**src/hdl/vsa_pkg.sv**
```systemverilog
`default_nettype none

package vsa_pkg;

   localparam int MAX_VOICES = 16;
   localparam int VOICE_W    = $clog2(MAX_VOICES);
   localparam int COUNT_W    = $clog2(MAX_VOICES + 1);
   localparam int TIME_W     = 24;

   typedef struct packed {
      logic [TIME_W-1:0]  wait_time;
      logic               continues_prev;
      logic [VOICE_W-1:0] prev_voice;
      logic               later_used;
      logic [TIME_W-1:0]  event_duration;
   } vsa_req_type;

   typedef struct packed {
      logic [VOICE_W-1:0] voice_number;
      logic               new_voice;
      logic               overflow;
      logic [COUNT_W-1:0] voices_in_use;
   } vsa_rsp_type;

   // one slot of the voice table
   typedef struct packed {
      logic              reserved_flag;
      logic [TIME_W-1:0] remaining_time;
   } vsa_entry_type;

   typedef struct packed {
      logic               en;
      logic [VOICE_W-1:0] addr;
      vsa_entry_type      data;
   } vsa_wr_type;

   typedef struct packed {
      logic               en;
      logic [VOICE_W-1:0] addr;
   } vsa_rd_type;

   typedef enum logic [1:0] {
      VSA_IDLE,
      VSA_SCAN,
      VSA_WRITE,
      VSA_DONE
   } vsa_state_type;

endpackage

`default_nettype wire

```
**src/hdl/voice_slot_allocator.sv**
```systemverilog
// Voice slot allocator: gives each timed event of a score a voice slot.
// Input channel req_*: one event item (wait, continuation, later-used mark,
// duration). Result channel rsp_*: one item per event with the voice number,
// fresh-slot and overflow flags, and the slot count after the event.
// Both channels are valid/ready; an item moves when valid and ready are high.
// Slot state lives in a 16-entry table memory with a registered read port.
// Each event sweeps the allocated slots one memory read a cycle, decrementing
// by the wait and looking for the lowest free unreserved slot, then writes
// the chosen slot. The sweep is longer the more slots are in use before the
// event. A new item is taken the cycle after the result is loaded, so the
// block works on one event at a time.
// The single read port of the table paces the sweep.
// The result sits in an output register: the block takes the next item while
// it waits. If the receiver stalls, a second result is held back inside until
// the register frees, and no further item is taken meanwhile.
// Reset (synchronous, active high) empties the table: no slots in use.
// Table contents need no clearing; a slot is always written when allocated.
`default_nettype none

module voice_slot_allocator (
   input  wire                      clock,
   input  wire                      reset,
   input  wire                      req_valid,
   output logic                     req_ready,
   input  vsa_pkg::vsa_req_type     req_payload,
   output logic                     rsp_valid,
   input  wire                      rsp_ready,
   output vsa_pkg::vsa_rsp_type     rsp_payload
);

   logic                    rsp_valid_ff, rsp_valid_in;
   vsa_pkg::vsa_rsp_type    rsp_ff, rsp_in;
   logic                    out_free;
   logic                    res_load;
   vsa_pkg::vsa_rsp_type    res_data;
   vsa_pkg::vsa_wr_type     wr;
   vsa_pkg::vsa_rd_type     rd;
   vsa_pkg::vsa_entry_type  rd_data;

   // output register is free when empty or being drained this cycle
   assign out_free = !rsp_valid_ff || rsp_ready;

   vsa_ctrl u_ctrl (
      .clock       (clock),
      .reset       (reset),
      .req_valid   (req_valid),
      .req_ready   (req_ready),
      .req_payload (req_payload),
      .out_free    (out_free),
      .res_load    (res_load),
      .res_data    (res_data),
      .wr          (wr),
      .rd          (rd),
      .rd_data     (rd_data)
   );

   vsa_ram u_ram (
      .clock   (clock),
      .wr      (wr),
      .rd      (rd),
      .rd_data (rd_data)
   );

   always_comb begin
      rsp_valid_in = rsp_valid_ff;
      rsp_in       = rsp_ff;
      if (res_load) begin
         rsp_valid_in = 1'b1;
         rsp_in       = res_data;
      end else if (rsp_ready) begin
         rsp_valid_in = 1'b0;
      end
   end

   always_ff @(posedge clock) begin
      if (reset) begin
         rsp_valid_ff <= 1'b0;
      end else begin
         rsp_valid_ff <= rsp_valid_in;
      end
   end

   always_ff @(posedge clock) begin
      rsp_ff <= rsp_in;
   end

   assign rsp_valid   = rsp_valid_ff;
   assign rsp_payload = rsp_ff;

endmodule

`default_nettype wire

```
**src/hdl/vsa_ram.sv**
```systemverilog
`default_nettype none

module vsa_ram (
   input  wire                      clock,
   input  vsa_pkg::vsa_wr_type      wr,
   input  vsa_pkg::vsa_rd_type      rd,
   output vsa_pkg::vsa_entry_type   rd_data
);

   vsa_pkg::vsa_entry_type mem_ff [vsa_pkg::MAX_VOICES];
   vsa_pkg::vsa_entry_type rd_data_ff;

   always_ff @(posedge clock) begin
      if (wr.en) begin
         mem_ff[wr.addr] <= wr.data;
      end
      if (rd.en) begin
         rd_data_ff <= mem_ff[rd.addr];
      end
   end

   assign rd_data = rd_data_ff;

endmodule

`default_nettype wire

```
**src/hdl/vsa_ctrl.sv**
```systemverilog
`default_nettype none

module vsa_ctrl (
   input  wire                      clock,
   input  wire                      reset,
   input  wire                      req_valid,
   output logic                     req_ready,
   input  vsa_pkg::vsa_req_type     req_payload,
   input  wire                      out_free,
   output logic                     res_load,
   output vsa_pkg::vsa_rsp_type     res_data,
   output vsa_pkg::vsa_wr_type      wr,
   output vsa_pkg::vsa_rd_type      rd,
   input  vsa_pkg::vsa_entry_type   rd_data
);

   vsa_pkg::vsa_state_type          state_ff, state_in;
   logic [vsa_pkg::COUNT_W-1:0]     slot_count_ff, slot_count_in;
   logic                            chk_valid_ff, chk_valid_in;
   vsa_pkg::vsa_req_type            req_ff, req_in;
   vsa_pkg::vsa_rsp_type            res_ff, res_in;
   logic [vsa_pkg::COUNT_W-1:0]     rd_idx_ff, rd_idx_in;
   logic [vsa_pkg::VOICE_W-1:0]     chk_idx_ff, chk_idx_in;
   logic                            found_ff, found_in;
   logic [vsa_pkg::VOICE_W-1:0]     chosen_ff, chosen_in;
   logic [vsa_pkg::TIME_W-1:0]      dec_time;

   // saturating decrement of the slot coming back from memory
   assign dec_time = (rd_data.remaining_time < req_ff.wait_time) ? '0
                   : rd_data.remaining_time - req_ff.wait_time;

   always_ff @(posedge clock) begin
      if (reset) begin
         state_ff      <= vsa_pkg::VSA_IDLE;
         slot_count_ff <= '0;
         chk_valid_ff  <= 1'b0;
      end else begin
         state_ff      <= state_in;
         slot_count_ff <= slot_count_in;
         chk_valid_ff  <= chk_valid_in;
      end
   end

   always_ff @(posedge clock) begin
      req_ff     <= req_in;
      res_ff     <= res_in;
      rd_idx_ff  <= rd_idx_in;
      chk_idx_ff <= chk_idx_in;
      found_ff   <= found_in;
      chosen_ff  <= chosen_in;
   end

   always_comb begin
      state_in      = state_ff;
      slot_count_in = slot_count_ff;
      chk_valid_in  = 1'b0;
      req_in        = req_ff;
      res_in        = res_ff;
      rd_idx_in     = rd_idx_ff;
      chk_idx_in    = chk_idx_ff;
      found_in      = found_ff;
      chosen_in     = chosen_ff;
      req_ready     = 1'b0;
      res_load      = 1'b0;
      wr            = '0;
      rd            = '0;

      case (state_ff)
         vsa_pkg::VSA_IDLE: begin
            req_ready = 1'b1;
            if (req_valid) begin
               req_in    = req_payload;
               rd_idx_in = '0;
               found_in  = 1'b0;
               chosen_in = '0;
               state_in  = vsa_pkg::VSA_SCAN;
            end
         end

         vsa_pkg::VSA_SCAN: begin
            // issue one read a cycle over the allocated slots
            if (rd_idx_ff < slot_count_ff) begin
               rd.en        = 1'b1;
               rd.addr      = rd_idx_ff[vsa_pkg::VOICE_W-1:0];
               rd_idx_in    = rd_idx_ff + 1'b1;
               chk_valid_in = 1'b1;
               chk_idx_in   = rd_idx_ff[vsa_pkg::VOICE_W-1:0];
            end
            // write back the slot read last cycle; different address from the read
            if (chk_valid_ff) begin
               wr.en                  = 1'b1;
               wr.addr                = chk_idx_ff;
               wr.data.reserved_flag  = rd_data.reserved_flag;
               wr.data.remaining_time = dec_time;
               if (!req_ff.continues_prev && !found_ff && !rd_data.reserved_flag
                   && dec_time == '0) begin
                  found_in  = 1'b1;
                  chosen_in = chk_idx_ff;
               end
            end
            if (!(rd_idx_ff < slot_count_ff) && !chk_valid_ff) begin
               state_in = vsa_pkg::VSA_WRITE;
            end
         end

         vsa_pkg::VSA_WRITE: begin
            res_in.new_voice = 1'b0;
            res_in.overflow  = 1'b0;
            if (req_ff.continues_prev) begin
               res_in.voice_number = req_ff.prev_voice;
            end else if (found_ff) begin
               res_in.voice_number = chosen_ff;
            end else if (slot_count_ff < vsa_pkg::COUNT_W'(vsa_pkg::MAX_VOICES)) begin
               res_in.voice_number = slot_count_ff[vsa_pkg::VOICE_W-1:0];
               res_in.new_voice    = 1'b1;
               slot_count_in       = slot_count_ff + 1'b1;
            end else begin
               res_in.voice_number = '0;
               res_in.overflow     = 1'b1;
            end
            res_in.voices_in_use   = slot_count_in;
            wr.en                  = !res_in.overflow;
            wr.addr                = res_in.voice_number;
            wr.data.reserved_flag  = req_ff.later_used;
            wr.data.remaining_time = req_ff.event_duration;
            state_in               = vsa_pkg::VSA_DONE;
         end

         vsa_pkg::VSA_DONE: begin
            if (out_free) begin
               res_load = 1'b1;
               state_in = vsa_pkg::VSA_IDLE;
            end
         end

         default: begin
            state_in = vsa_pkg::VSA_IDLE;
         end
      endcase
   end

   assign res_data = res_ff;

endmodule

`default_nettype wire

```
**config.mk**
```make
export PLATFORM = sky130hd
export DESIGN_NAME = voice_slot_allocator
export DESIGN_NICKNAME = d
export VERILOG_FILES = /design/src/hdl/vsa_pkg.sv /design/src/hdl/voice_slot_allocator.sv /design/src/hdl/vsa_ram.sv /design/src/hdl/vsa_ctrl.sv
export SDC_FILE = /design/constraint.sdc
export NUM_CORES = 1
export LEC_CHECK = 0
export ABC_CLOCK_PERIOD_IN_PS = 4900
export BUFFER_PORTS_ARGS = -buffer_cell sky130_fd_sc_hd__buf_2
export CELL_PAD_IN_SITES_DETAIL_PLACEMENT = 1
export CELL_PAD_IN_SITES_GLOBAL_PLACEMENT = 1
export CORE_ASPECT_RATIO = 1.75
export CORE_MARGIN = 1.5
export CORE_UTILIZATION = 50
export CTS_BUF_LIST = sky130_fd_sc_hd__clkbuf_4
export CTS_CLUSTER_SIZE = 8
export DETAILED_ROUTE_END_ITERATION = 6
export GPL_TIMING_DRIVEN = 0
export PLACE_DENSITY = 0.83
export RECOVER_POWER = 50
export SYNTH_ARGS = -nofsm -noshare
export SYNTH_HDL_FRONTEND = slang
export SYNTH_HIERARCHICAL = 1
export SYNTH_SLANG_ARGS = --single-unit
```
**constraint.sdc**
```tcl
create_clock -name clock -period 4.9 [get_ports clock]
set_clock_uncertainty 0.05 [all_clocks]
set_input_delay 0.49 -clock clock [delete_from_list [all_inputs] [get_ports clock]]
set_output_delay 0.49 -clock clock [all_outputs]
set_load 0.03 [all_outputs]
```
==> impl_metrics.json <==
{
  "cts.sinks": 524,
  "grt_pass1_vias": 14000,
  "rsz0062_at_grt": "false",
  "wire_per_inst_um": 28.3,
  "clk_pin_slew_ns": 0.07,
  "synth_fa_ha_area_share_pct": 2.14,
  "muxShareOfSynthArea_pct": 10.9,
  "die_y_um": 276,
  "port_buffers": 70,
  "r2r_start": "u_ctrl/req_ff[30]$_DFFE_PP_",
  "root_buffer": "clkbuf_4",
  "grtUsageTotal_pct": 27.3,
  "avgViaCountPerCell": 6.09,
  "vias": 12700,
  "status": "complete, but fails checks",
  "final_common_cell": "edfxtp_1",
  "reg2reg_slack_ns": 0.18,
  "crit_required_ns": 5.38,
  "synth_top_family_by_area": "multiplexers",
  "die_area_um2": 44000,
  "hold_class": "in -> reg",
  "cts_inserted_buffers": 113,
  "synth_edf_count": 515,
  "dr.pass1.iters": 5,
  "worst_hold_slack_ns": 0.155,
  "ant_nets": 0,
  "post_cts_buffers": 0,
  "syn-num-nets": 1266,
  "setup_viol": 0,
  "worstPathMaxFanout": 16,
  "ys_types": 66,
  "fin_crit_ns": 4.72,
  "syn_inst": 1172,
  "hold_path.startpoint": "req_valid",
  "cp-start-kind": "flop",
  "final_cell_mix": "edfxtp_1 (515), clkbuf_4 (166), mux4_2 (100)",
  "slew_headroom_pct": -38.8,
  "syn_area_per_cell_um2": 18.2,
  "timing_worst_setup_path_type": "reg -> reg",
  "numPlacedInstances": 1828,
  "num_rows": 100,
  "p_total_mw": 12.1,
  "max-clock-path-buffers": 3,
  "core-area_um2": 42300,
  "cts_tree": "yes",
  "wirelength_um": 58900,
  "max-cap-violations": 2,
  "holdPathEnd": "u_ctrl/state_ff[0]$_SDFFE_PP0P_",
  "h-tree-depth": 3,
  "nets": 1532,
  "worstSetupEndpointType": "flop",
  "first_iter_violations": 1169,
  "antenna_found_initial": 2,
  "insertion_delay_ns": 0.86,
  "synth_ff_type": "edfxtp_1",
  "clock.fmax_mhz": 212,
  "worstPathArrival_ns": 5.20,
  "worst_slack_ns": 0.182,
  "ys_seq_area_share_pct": 73.2,
  "peakVddDrop_mv": 0.231,
  "synth_xor_area_share_pct": 0.861,
  "hold_depth": 4,
  "gp_congestion": 0.893,
  "start_util_pct": 50.5,
  "syn_to_final_growth_pct": 16.1,
  "overflow": 0,
  "instances_no_fill": 2084,
  "die_w_um": 159,
  "slew_viol_final": 58,
  "grt_max_degree": 31,
  "reg2reg_depth": 13,
  "p_leak_nw": 8.45,
  "cellPowerDensity_nw_per_um2": 486,
  "netlist_area_um2": 21400,
  "synth-async-reset-ratio_pct": 0,
  "tightest_slew_ns": 2.08,
  "failed_checks": "max-capacitance violations, max-slew violations",
  "r2r_end": "u_ram/mem_ff[7][12]$_DFFE_PP_",
  "ys_seq_elements": 524,
  "dp_slack_ns": -0.219,
  "drc_errors": 0,
  "final-hold-violation-count": 0,
  "synth_compound_area_share_pct": 5.94,
  "min_period_over_period_pct": 96.3,
  "yosysWarnings": 6,
  "place_hpwl_um": 39400,
  "synth-simple-area-share_pct": 5.02,
  "drive_gt1_share_pct": 25.5,
  "pin_count": 71,
  "grt_pass1_wl_um": 87700
}
[cells by family after synthesis]
family | Yosys count
compound gates | 176
xor+xnor | 21
fa+ha+maj | 36
buf+inv | 94
flops | 524
mux | 107
simple gates | 214
[per-layer routing]
layer	global-route usage (%)	wire length, µm
met3	4.58	3750
met5	0	0
met2	48.0	31000
met4	18.1	3700
met1	30.5	20500
[Yosys cell counts (17+ instances only)]
library cell / count / share of area, %
ha_1: 35 / 2.0
clkbuf_1: 26 / 0.46
inv_1: 44 / 0.77
o21ai_0: 21 / 0.49
and2_1: 20 / 0.59
nor3_1: 17 / 0.40
nand2_1: 58 / 1.0
edfxtp_1: 515 / 72
a22oi_1: 68 / 2.4
mux4_2: 100 / 11
nor2b_1: 31 / 0.91
a21oi_1: 26 / 0.61
nor2_1: 43 / 0.76
[critical path, stage by stage (launching register included)]
cell,delay [ns]
edfxtp_1,0.40
ha_1,0.25
fa_1,0.47
nand2b_1,0.21
a211oi_1,0.33
nor2_1,0.20
o31ai_2,0.54
a311oi_2,0.24
o21bai_1,0.36
and2_1,0.20
buf_2,0.23
buf_2,0.32
a22oi_1,0.19
nor2b_4,0.41
[flip-flops by register name, indices dropped and copies added (netlist names), 2 cells and up]
register / count
u_ram/mem_ff: 400
u_ctrl/req_ff: 54
u_ram/rd_data: 25
rsp_payload: 11
u_ctrl/res_data: 11
u_ctrl/rd_idx_ff: 5
u_ctrl/slot_count_ff: 5
u_ctrl/chk_idx_ff: 4
u_ctrl/chosen_ff: 4
u_ctrl/state_ff: 2
[report_power, final]
part           internal, mW  leakage, nW  switching [mW]
Combinational          1.13         2.57            2.10
Sequential             5.43         5.04           0.155
Clock                  1.59        0.833            1.65
Total                  8.15         8.45            3.90
[stage by stage]
stage               utilization [%]  setup TNS [ns]  area, µm²
floorplan                         -               0      21400
detailed placement             54.5          -28.18      23000
global route                   58.7               0      24800
CTS                            59.1               0      25000
global placement               53.0         -239.32      22400
finish                         58.7               0      24800
[worst max path at each step]
stage,start,endpoint,slack (ns),depth (start not counted)
2_1_floorplan,u_ctrl/rd_idx_ff[1]$_SDFFCE_PN0P_,u_ram/rd_data[14]$_DFFE_PP_,0.76,12
3_3_place_gp,u_ctrl/state_ff[0]$_SDFFE_PP0P_,u_ram/mem_ff[0][12]$_DFFE_PP_,-1.65,8
3_5_place_dp,u_ram/rd_data[0]$_DFFE_PP_,u_ram/mem_ff[2][12]$_DFFE_PP_,-0.22,14
4_1_cts,u_ctrl/req_ff[30]$_DFFE_PP_,u_ram/mem_ff[7][12]$_DFFE_PP_,0.05,13
5_1_grt,u_ctrl/req_ff[30]$_DFFE_PP_,u_ram/mem_ff[1][12]$_DFFE_PP_,0.02,13
6_report,u_ctrl/req_ff[30]$_DFFE_PP_,u_ram/mem_ff[7][12]$_DFFE_PP_,0.18,13
[what timing repair did]
item                                    4_1_cts  5_1_grt
resized for setup                            13       15
hold buffers                                 56        0
endpoints found under the hold margin        55        0
endpoints found under the setup margin      202      225
[area by class of cell]
cell class | count | area, µm²
clock buffer | 165 | 1240
timing repair buffer | 151 | 1190
inverter | 45 | 169
fill | 3854 | 17500
tap | 561 | 702
sequential | 524 | 15600
antenna | 2 | 5.00
buffer | 49 | 248
multi-input combinational | 554 | 5460
clock inverter | 33 | 153
(Power assumes the default switching activity.)
